### src/sjsm_pkg.sv
package sjsm_pkg;

   // default build values
   localparam int WINDOW_DEPTH_DEF   = 8;
   localparam int STEPS_PER_SLOT_DEF = 320;
   localparam int LAST_SLOT_DEF      = 7;

   // field widths
   localparam int POS_W   = 24;
   localparam int REL_W   = 25;
   localparam int LOAD_W  = 10;
   localparam int TOL_W   = 16;
   localparam int LIMIT_W = 4;
   localparam int CNT_W   = 32;
   localparam int SUM_W   = 48;
   localparam int EVENT_W = 2;
   localparam int LOWS_W  = 4;
   localparam int CSR_IW  = 2;
   localparam int CSR_DW  = 24;

   // register reset values
   localparam logic [LOAD_W-1:0]  THRESH_RST   = 10'd150;
   localparam logic [LIMIT_W-1:0] LIMIT_RST    = 4'd4;
   localparam logic [TOL_W-1:0]   TOL_RST      = 16'd200;
   localparam logic [POS_W-1:0]   FLAG_POS_RST = 24'd0;
   localparam logic [LOAD_W-1:0]  LOAD_NONE    = 10'd1023;

   // register indexes
   localparam logic [CSR_IW-1:0] CSR_THRESH   = 2'd0;
   localparam logic [CSR_IW-1:0] CSR_LIMIT    = 2'd1;
   localparam logic [CSR_IW-1:0] CSR_TOL      = 2'd2;
   localparam logic [CSR_IW-1:0] CSR_FLAG_POS = 2'd3;

   // operations
   localparam logic OP_NEW_MOVE = 1'b0;
   localparam logic OP_SAMPLE   = 1'b1;

   // result events
   localparam logic [EVENT_W-1:0] EV_NONE    = 2'd0;
   localparam logic [EVENT_W-1:0] EV_SKIP    = 2'd1;
   localparam logic [EVENT_W-1:0] EV_JAM     = 2'd2;
   localparam logic [EVENT_W-1:0] EV_IGNORED = 2'd3;

   // window commands from the sequencer
   typedef struct packed {
      logic clear;
      logic push;
      logic start;
   } sjsm_win_cmd_type;

   // window status back to the sequencer
   typedef struct packed {
      logic full;
      logic full_on_push;
      logic done;
   } sjsm_win_stat_type;

endpackage

### src/sjsm_window.sv
module sjsm_window import sjsm_pkg::*; #(
   parameter int DEPTH = WINDOW_DEPTH_DEF,
   localparam int AW   = $clog2(DEPTH),
   localparam int CW   = $clog2(DEPTH + 1)
) (
   input  logic              clock,
   input  logic              reset,
   input  sjsm_win_cmd_type  cmd,
   input  logic [LOAD_W-1:0] push_load,
   input  logic [LOAD_W-1:0] threshold,
   output sjsm_win_stat_type stat,
   output logic [CW-1:0]     lows
);

   localparam logic [CW-1:0] DEPTH_C = CW'(DEPTH);
   localparam logic [AW-1:0] LAST_C  = AW'(DEPTH - 1);

   logic [LOAD_W-1:0] mem [DEPTH];
   logic [LOAD_W-1:0] rd_ff;
   logic [AW-1:0]     idx_ff, idx_in;
   logic [CW-1:0]     fill_ff, fill_in;
   logic [CW-1:0]     scan_ff, scan_in;
   logic [CW-1:0]     lows_ff, lows_in;
   logic              scanning_ff, scanning_in;
   logic              done_ff, done_in;

   // write pointer and fill level
   always_comb begin
      idx_in  = idx_ff;
      fill_in = fill_ff;
      if (cmd.clear) begin
         idx_in  = '0;
         fill_in = '0;
      end else if (cmd.push) begin
         idx_in = (idx_ff == LAST_C) ? '0 : idx_ff + 1'b1;
         if (fill_ff != DEPTH_C) begin
            fill_in = fill_ff + 1'b1;
         end
      end
   end

   // scan sequencer: one entry read and one compare per cycle
   always_comb begin
      scanning_in = scanning_ff;
      scan_in     = scan_ff;
      lows_in     = lows_ff;
      done_in     = 1'b0;
      if (cmd.start) begin
         scanning_in = 1'b1;
         scan_in     = '0;
         lows_in     = '0;
      end else if (scanning_ff) begin
         if (scan_ff != '0 && rd_ff < threshold) begin
            lows_in = lows_ff + 1'b1;
         end
         if (scan_ff == DEPTH_C) begin
            scanning_in = 1'b0;
            done_in     = 1'b1;
         end else begin
            scan_in = scan_ff + 1'b1;
         end
      end
   end

   always_ff @(posedge clock) begin
      if (reset) begin
         idx_ff      <= '0;
         fill_ff     <= '0;
         scanning_ff <= 1'b0;
         done_ff     <= 1'b0;
      end else begin
         idx_ff      <= idx_in;
         fill_ff     <= fill_in;
         scanning_ff <= scanning_in;
         done_ff     <= done_in;
      end
   end

   always_ff @(posedge clock) begin
      scan_ff <= scan_in;
      lows_ff <= lows_in;
   end

   // window storage, one write and one registered read port
   always_ff @(posedge clock) begin
      if (cmd.push && !cmd.clear) begin
         mem[idx_ff] <= push_load;
      end
   end

   always_ff @(posedge clock) begin
      if (scanning_ff && scan_ff != DEPTH_C) begin
         rd_ff <= mem[scan_ff[AW-1:0]];
      end
   end

   assign stat.full         = (fill_ff == DEPTH_C);
   assign stat.full_on_push = (fill_ff >= CW'(DEPTH - 1));
   assign stat.done         = done_ff;
   assign lows              = lows_ff;

endmodule

### src/stepper_jam_and_skip_monitor_core.sv
// channel  | ports                         | handshake
// ---------+-------------------------------+-----------------------------
// request  | req_valid, req_stall, req_*   | beat when valid and !stall
// response | rsp_valid, rsp_stall, rsp_*   | beat when valid and !stall
// csr      | csr_we, csr_index, csr_wdata  | write when csr_we, no wait
//
// a new-move beat or a sample without a full window passes ST_REL and ST_DECIDE
// on to ST_OUT; a cruise sample that leaves the window full also passes ST_SCAN
// for the serial walk over the window memory through the one shared
// comparator.
// one beat is in flight at a time: req_stall is high from acceptance until
// the response beat is taken, so rsp_stall holds the whole block.
// reset is synchronous and active high; it restores register defaults and
// clears statistics, totals and the abort latch; req_stall is high during it.
module stepper_jam_and_skip_monitor_core import sjsm_pkg::*; #(
   parameter int WINDOW_DEPTH   = WINDOW_DEPTH_DEF,
   parameter int STEPS_PER_SLOT = STEPS_PER_SLOT_DEF,
   parameter int LAST_SLOT      = LAST_SLOT_DEF
) (
   input  logic                      clock,
   input  logic                      reset,
   input  logic                      req_valid,
   output logic                      req_stall,
   input  logic                      req_operation,
   input  logic signed [POS_W-1:0]   req_position,
   input  logic                      req_on_flag,
   input  logic [LOAD_W-1:0]         req_load_reading,
   input  logic                      req_at_cruise,
   output logic                      rsp_valid,
   input  logic                      rsp_stall,
   output logic [EVENT_W-1:0]        rsp_event_res,
   output logic signed [REL_W-1:0]   rsp_relative_position,
   output logic [LOWS_W-1:0]         rsp_low_count,
   output logic [CNT_W-1:0]          rsp_sample_count,
   output logic [SUM_W-1:0]          rsp_load_sum,
   output logic [LOAD_W-1:0]         rsp_load_min,
   output logic [CNT_W-1:0]          rsp_jam_total,
   output logic [CNT_W-1:0]          rsp_skip_total,
   input  logic                      csr_we,
   input  logic [CSR_IW-1:0]         csr_index,
   input  logic [CSR_DW-1:0]         csr_wdata
);

   localparam int CW      = $clog2(WINDOW_DEPTH + 1);
   localparam int LW      = (CW > LOWS_W) ? CW : LOWS_W;
   localparam int CMP_W   = REL_W + 2;
   localparam int FAR_SPAN = LAST_SLOT * STEPS_PER_SLOT;

   localparam logic [2:0] ST_IDLE   = 3'd0;
   localparam logic [2:0] ST_REL    = 3'd1;
   localparam logic [2:0] ST_DECIDE = 3'd2;
   localparam logic [2:0] ST_SCAN   = 3'd3;
   localparam logic [2:0] ST_OUT    = 3'd4;

   logic [2:0]               state_ff, state_in;

   // captured request beat
   logic                     op_ff;
   logic signed [POS_W-1:0]  pos_ff;
   logic                     flag_ff;
   logic [LOAD_W-1:0]        load_ff;
   logic                     cruise_ff;

   // configuration
   logic [LOAD_W-1:0]        thresh_ff;
   logic [LIMIT_W-1:0]       limit_ff;
   logic [TOL_W-1:0]         tol_ff;
   logic signed [POS_W-1:0]  flag_pos_ff;

   // working and result registers
   logic signed [REL_W-1:0]  rel_ff, rel_in;
   logic signed [CMP_W-1:0]  far_ff, far_in;
   logic [EVENT_W-1:0]       event_ff, event_in;
   logic [LOWS_W-1:0]        low_ff, low_in;
   logic [CNT_W-1:0]         samples_ff, samples_in;
   logic [SUM_W-1:0]         sum_ff, sum_in;
   logic [LOAD_W-1:0]        min_ff, min_in;
   logic [CNT_W-1:0]         jams_ff, jams_in;
   logic [CNT_W-1:0]         skips_ff, skips_in;
   logic                     aborted_ff, aborted_in;

   sjsm_win_cmd_type         win_cmd;
   sjsm_win_stat_type        win_stat;
   logic [CW-1:0]            win_lows;

   logic signed [CMP_W-1:0]  rel_x;
   logic signed [CMP_W-1:0]  tol_x;
   logic                     skip_hit;
   logic [SUM_W:0]           sum_wide;
   logic [LW-1:0]            lows_ext;

   // skip zone test and saturating sum
   assign rel_x    = CMP_W'(rel_ff);
   assign tol_x    = signed'(CMP_W'(tol_ff));
   assign skip_hit = flag_ff && (rel_x > tol_x) && (rel_x < far_ff);
   assign sum_wide = {1'b0, sum_ff} + (SUM_W + 1)'(load_ff);
   assign lows_ext = LW'(win_lows);

   // sequencer
   always_comb begin
      state_in   = state_ff;
      rel_in     = rel_ff;
      far_in     = far_ff;
      event_in   = event_ff;
      low_in     = low_ff;
      samples_in = samples_ff;
      sum_in     = sum_ff;
      min_in     = min_ff;
      jams_in    = jams_ff;
      skips_in   = skips_ff;
      aborted_in = aborted_ff;
      win_cmd    = '0;
      case (state_ff)
         ST_IDLE: begin
            if (req_valid) begin
               state_in = ST_REL;
            end
         end
         ST_REL: begin
            rel_in   = REL_W'(pos_ff) - REL_W'(flag_pos_ff);
            far_in   = signed'(CMP_W'(FAR_SPAN)) - signed'(CMP_W'(tol_ff));
            state_in = ST_DECIDE;
         end
         ST_DECIDE: begin
            event_in = EV_NONE;
            low_in   = '0;
            state_in = ST_OUT;
            if (op_ff == OP_NEW_MOVE) begin
               rel_in        = '0;
               samples_in    = '0;
               sum_in        = '0;
               min_in        = LOAD_NONE;
               aborted_in    = 1'b0;
               win_cmd.clear = 1'b1;
            end else if (aborted_ff) begin
               event_in = EV_IGNORED;
            end else if (skip_hit) begin
               event_in   = EV_SKIP;
               aborted_in = 1'b1;
               if (skips_ff != '1) begin
                  skips_in = skips_ff + 1'b1;
               end
            end else if (load_ff != '0) begin
               if (samples_ff != '1) begin
                  samples_in = samples_ff + 1'b1;
               end
               sum_in = sum_wide[SUM_W] ? '1 : sum_wide[SUM_W-1:0];
               if (load_ff < min_ff) begin
                  min_in = load_ff;
               end
               if (!cruise_ff) begin
                  win_cmd.clear = 1'b1;
               end else begin
                  win_cmd.push = 1'b1;
                  if (win_stat.full_on_push) begin
                     win_cmd.start = 1'b1;
                     state_in      = ST_SCAN;
                  end
               end
            end
         end
         ST_SCAN: begin
            if (win_stat.done) begin
               low_in   = (lows_ext > LW'(15)) ? 4'd15 : lows_ext[LOWS_W-1:0];
               state_in = ST_OUT;
               if (lows_ext >= LW'(limit_ff)) begin
                  event_in   = EV_JAM;
                  aborted_in = 1'b1;
                  if (jams_ff != '1) begin
                     jams_in = jams_ff + 1'b1;
                  end
               end
            end
         end
         ST_OUT: begin
            if (!rsp_stall) begin
               state_in = ST_IDLE;
            end
         end
         default: begin
            state_in = ST_IDLE;
         end
      endcase
   end

   // control state and statistics
   always_ff @(posedge clock) begin
      if (reset) begin
         state_ff   <= ST_IDLE;
         samples_ff <= '0;
         sum_ff     <= '0;
         min_ff     <= LOAD_NONE;
         jams_ff    <= '0;
         skips_ff   <= '0;
         aborted_ff <= 1'b0;
      end else begin
         state_ff   <= state_in;
         samples_ff <= samples_in;
         sum_ff     <= sum_in;
         min_ff     <= min_in;
         jams_ff    <= jams_in;
         skips_ff   <= skips_in;
         aborted_ff <= aborted_in;
      end
   end

   // working payload
   always_ff @(posedge clock) begin
      rel_ff   <= rel_in;
      far_ff   <= far_in;
      event_ff <= event_in;
      low_ff   <= low_in;
   end

   // capture the request beat
   always_ff @(posedge clock) begin
      if (req_valid && !req_stall) begin
         op_ff     <= req_operation;
         pos_ff    <= req_position;
         flag_ff   <= req_on_flag;
         load_ff   <= req_load_reading;
         cruise_ff <= req_at_cruise;
      end
   end

   // configuration registers
   always_ff @(posedge clock) begin
      if (reset) begin
         thresh_ff   <= THRESH_RST;
         limit_ff    <= LIMIT_RST;
         tol_ff      <= TOL_RST;
         flag_pos_ff <= FLAG_POS_RST;
      end else if (csr_we) begin
         case (csr_index)
            CSR_THRESH:   thresh_ff   <= csr_wdata[LOAD_W-1:0];
            CSR_LIMIT:    limit_ff    <= csr_wdata[LIMIT_W-1:0];
            CSR_TOL:      tol_ff      <= csr_wdata[TOL_W-1:0];
            CSR_FLAG_POS: flag_pos_ff <= signed'(csr_wdata[POS_W-1:0]);
            default: begin
            end
         endcase
      end
   end

   // load window with serial deep-low count
   sjsm_window #(
      .DEPTH (WINDOW_DEPTH)
   ) u_window (
      .clock     (clock),
      .reset     (reset),
      .cmd       (win_cmd),
      .push_load (load_ff),
      .threshold (thresh_ff),
      .stat      (win_stat),
      .lows      (win_lows)
   );

   // ports
   assign req_stall             = reset || (state_ff != ST_IDLE);
   assign rsp_valid             = (state_ff == ST_OUT);
   assign rsp_event_res         = event_ff;
   assign rsp_relative_position = rel_ff;
   assign rsp_low_count         = low_ff;
   assign rsp_sample_count      = samples_ff;
   assign rsp_load_sum          = sum_ff;
   assign rsp_load_min          = min_ff;
   assign rsp_jam_total         = jams_ff;
   assign rsp_skip_total        = skips_ff;

`ifndef ASSERT_OFF
   // a jam is only reported over a full window
   assert property (@(posedge clock) disable iff (reset)
      (rsp_valid && rsp_event_res == EV_JAM) |-> win_stat.full)
      else $error("jam reported without a full window");

   // nonzero low count needs a full window
   assert property (@(posedge clock) disable iff (reset)
      (rsp_valid && rsp_low_count != '0) |-> win_stat.full)
      else $error("low count reported without a full window");

   // ignored samples only while the abort latch is set
   assert property (@(posedge clock) disable iff (reset)
      (rsp_valid && rsp_event_res == EV_IGNORED) |-> aborted_ff)
      else $error("sample ignored without abort");

   // an accepted beat always starts the sequencer
   assert property (@(posedge clock) disable iff (reset)
      (req_valid && !req_stall) |=> (state_ff == ST_REL))
      else $error("accepted beat did not start processing");
`endif

endmodule

### config.mk
export PLATFORM = sky130hd
export DESIGN_NAME = stepper_jam_and_skip_monitor_core
export DESIGN_NICKNAME = d
export VERILOG_FILES = /design/src/sjsm_pkg.sv /design/src/sjsm_window.sv /design/src/stepper_jam_and_skip_monitor_core.sv
export SDC_FILE = /design/constraint.sdc
export NUM_CORES = 1
export LEC_CHECK = 0
export BUFFER_PORTS_ARGS = -buffer_cell sky130_fd_sc_hd__buf_2
export CORE_ASPECT_RATIO = 0.75
export CORE_MARGIN = 2
export CORE_UTILIZATION = 35
export CTS_BUF_LIST = sky130_fd_sc_hd__clkbuf_2 sky130_fd_sc_hd__clkbuf_4 sky130_fd_sc_hd__clkbuf_8
export DETAILED_ROUTE_END_ITERATION = 10
export PLACE_DENSITY = 0.61
export SETUP_SLACK_MARGIN = 0.2
export SLEW_MARGIN = 20
export SYNTH_ARGS = -nofsm -noshare
export SYNTH_HDL_FRONTEND = slang
export SYNTH_SLANG_ARGS = --single-unit
### constraint.sdc
create_clock -name clock -period 5.4 [get_ports clock]
set_input_delay 1.08 -clock clock [delete_from_list [all_inputs] [get_ports clock]]
set_output_delay 1.08 -clock clock [all_outputs]
set_load 0.03 [all_outputs]
==> metrics.yaml <==
coreArea_mm2: 0.05705
antenna_found_initial: 2
yosysTopAreaCell: "edfxtp_1"
avgSynthCellArea_um2: 9.762
synth_nets: 2236
rsz0062_at_grt: "false"
numCtsBuffers: 70
required_ns: 5.64
start_util_pct: 35.23
fin_nets: 2506
insertion_delay_ns: 0.67
antenna_left: 0
synthArstFlopShare_pct: 0
die_area_mm2: 0.05938
skew_ns: 0.04862
outcome: "complete, no violations"
track_usage_pct: 18.97
syn_area_mm2: 0.02010
hpwl_mm: 41.03
synth_cells: 2059
ys_warn_count: 0
crit_type: "register to register"
fmax_mhz: 246.3
period_minus_slack_ns: 4.061
cts_tree: "built"
firstDrtPassIters: 5
final_max_slew_viol_count: 0
wl_per_cell_um: 18.37
cts_resized: 0
p_leak_nw: 9.384
grt_first_pass_wirelength_mm: 88.48
n_fill_cell: 5610
n_antenna_cell: 0
root_buffer: "clkbuf_8"
synth_cell_types: 78
drc: 0
die_h_um: 211.5
drt-total-wl_mm: 57.39
dr_total_vias: 16860
powerDensity_mw_per_mm2: 294.3
hold_ws_ns: 0.4552
cts_hold_buf: 0
max-slew-margin-rel_pct: 29.43
setup_viol: 0
clockBufferDepth: 3
die_w_um: 280.7
post_drt_via_cell_ratio: 5.396
postCtsSetupBuffers: 0
worstPathMaxFanout: 25
yosysSeqAreaShare_pct: 48.95
hold_class: "register to register"
ys_ff_latch: 404
worst_pin_slew_ns: 1.055
period_share_pct: 75.20
io_pins: 255
grt_overflow: 0
drive_above_1_share_pct: 19.39
yosys-top-cells-area: "edfxtp_1, dfxtp_1, ha_1, nand2_1, a21oi_1"
fp-row-count: 76
port_buffers: 254
hold_viol: 0
irDropWorstVdd_mv: 0.1481
first_iter_violations: 1590
htreeDepth: 3
grt_max_degree: 67
area_delta_synth_final_pct: 17.95
synth_ff_type: "dfxtp_1"
tns_ns: 0
cts.sinks: 404
start_kind: "register"
regArea_mm2: 0.009841
cap_violations: 0
arrival_ns: 4.30
yosysTopAreaCellShare_pct: 26.14
synth_edf_count: 175
cp-end-kind: "register"
path_clk_slew_ns: 0.06
multi_input_area_mm2: 0.009529
first_global_vias: 15860
gp_congestion: 0.9035
-- synth_stat cells (11+ instances only) --
library cell	n
dfxtp_1	229
nand2_1	208
nor2_1	177
edfxtp_1	175
a21oi_1	145
inv_1	131
o21ai_0	110
ha_1	107
nand3_1	70
nand4_1	70
clkbuf_1	66
nor3_1	41
xor2_1	41
xnor2_1	35
o31ai_1	31
and3_1	29
or3_1	29
a22o_1	23
a21o_1	21
mux2i_1	21
mux4_2	20
or4_1	19
and2_1	18
a211oi_1	17
and4_1	14
o211ai_1	14
nand2b_1	13
or2_2	13
nor2b_1	12
mux2_2	11
o21a_1	11
o41ai_1	11
-- metrics by stage --
stage / instances / area, um2 / utilization [%] / setup slack, ns / power [W]
2_1_floorplan: 2059 / 20100 / - / 1.393 / 0.003829
3_3_place_gp: 2998 / 22220 / 38.94 / 1.407 / 0.004049
3_5_place_dp: 2998 / 22220 / 38.94 / 1.326 / 0.004067
4_1_cts: 3124 / 23680 / 41.51 / 1.278 / 0.007055
5_1_grt: 3124 / 23710 / 41.55 / 1.119 / 0.007267
6_report: 3124 / 23710 / 41.55 / 1.339 / 0.006978
-- layout make-up --
type                    count  area share (%)
flip-flops and latches    404           41.51
multi-input cells        1444           40.19
repair buffers            278           6.132
clock buffers              99           5.219
well taps                 741           3.910
inverters                 131           2.074
clock inverters            27          0.9658
-- critical path: stages, from the launching register on --
cell	delay, ns
edfxtp_1	0.48
ha_1	0.37
o2111ai_1	0.10
or4_1	0.54
a31oi_1	0.28
o22ai_2	0.17
buf_4	0.27
a211oi_1	0.25
buf_4	0.21
nand2_1	0.11
nor2_1	0.84
-- final timing paths --
| check | start | cells past startpoint | slack, ns | to |
|---|---|---|---|---|
| setup / recovery | rsp_relative_position[6]$_SDFFCE_PP0P_ | 10 | 1.34 | u_window.mem[7][1]$_DFFE_PP_ |
| hold reg to reg | flag_pos_ff[15]$_SDFFE_PP0P_ | 2 | 0.46 | flag_pos_ff[15]$_SDFFE_PP0P_ |
| hold / removal | flag_pos_ff[15]$_SDFFE_PP0P_ | 2 | 0.46 | flag_pos_ff[15]$_SDFFE_PP0P_ |
| setup reg to reg | rsp_relative_position[6]$_SDFFCE_PP0P_ | 10 | 1.34 | u_window.mem[7][1]$_DFFE_PP_ |
-- cells in the final DEF, fill, tap and decap left out, drive strengths merged, types with 21 or more instances in the layout --
cell and count:
a22o 23, nor3 41, nand3 70, mux2i 21, nand2 208, xnor2 35, or3 29, edfxtp 175
o21ai 114, xor2 41, o31ai 31, a21o 22, dfxtp 229, buf 278, clkbuf 99, and3 31
ha 107, a21oi 145, nand4 70, nor2 177, inv 133
-- registers in the layout (all words and copies together) (netlist names), 16 cells and up --
register and count:
rsp_sample_count 32, tol_ff 16, rsp_skip_total 32, rsp_jam_total 32
rsp_relative_position 25, rsp_load_sum 48, far_ff 17, flag_pos_ff 24
u_window.mem 80, pos_ff 24
-- power breakdown --
group | internal, W | switching, W
registers | 0.00328 | 0.0000719
logic | 0.000223 | 0.000433
clock network | 0.00167 | 0.00130
-- metal layers --
layer | track usage, % | routed length (um)
met1 | 26.81 | 27100
met2 | 28.60 | 24760
met3 | 4.459 | 4085
met4 | 6.048 | 1426
met5 | 0 | 22
-- logic make-up (layout without fill, tap and decap cells) --
kind of cell | after synthesis | in the layout | share of synthesized area (%)
muxes | 52 | 52 | 3.903
xor gates and xnor gates | 76 | 76 | 3.312
adders and majority gates | 109 | 109 | 6.860
buffers and inverters | 211 | 535 | 4.046
DFF | 404 | 404 | 48.95
AOI/OAI and AO/OA | 456 | 456 | 14.35
and+or+nand+nor | 751 | 751 | 18.57
(Power assumes the default switching activity.)
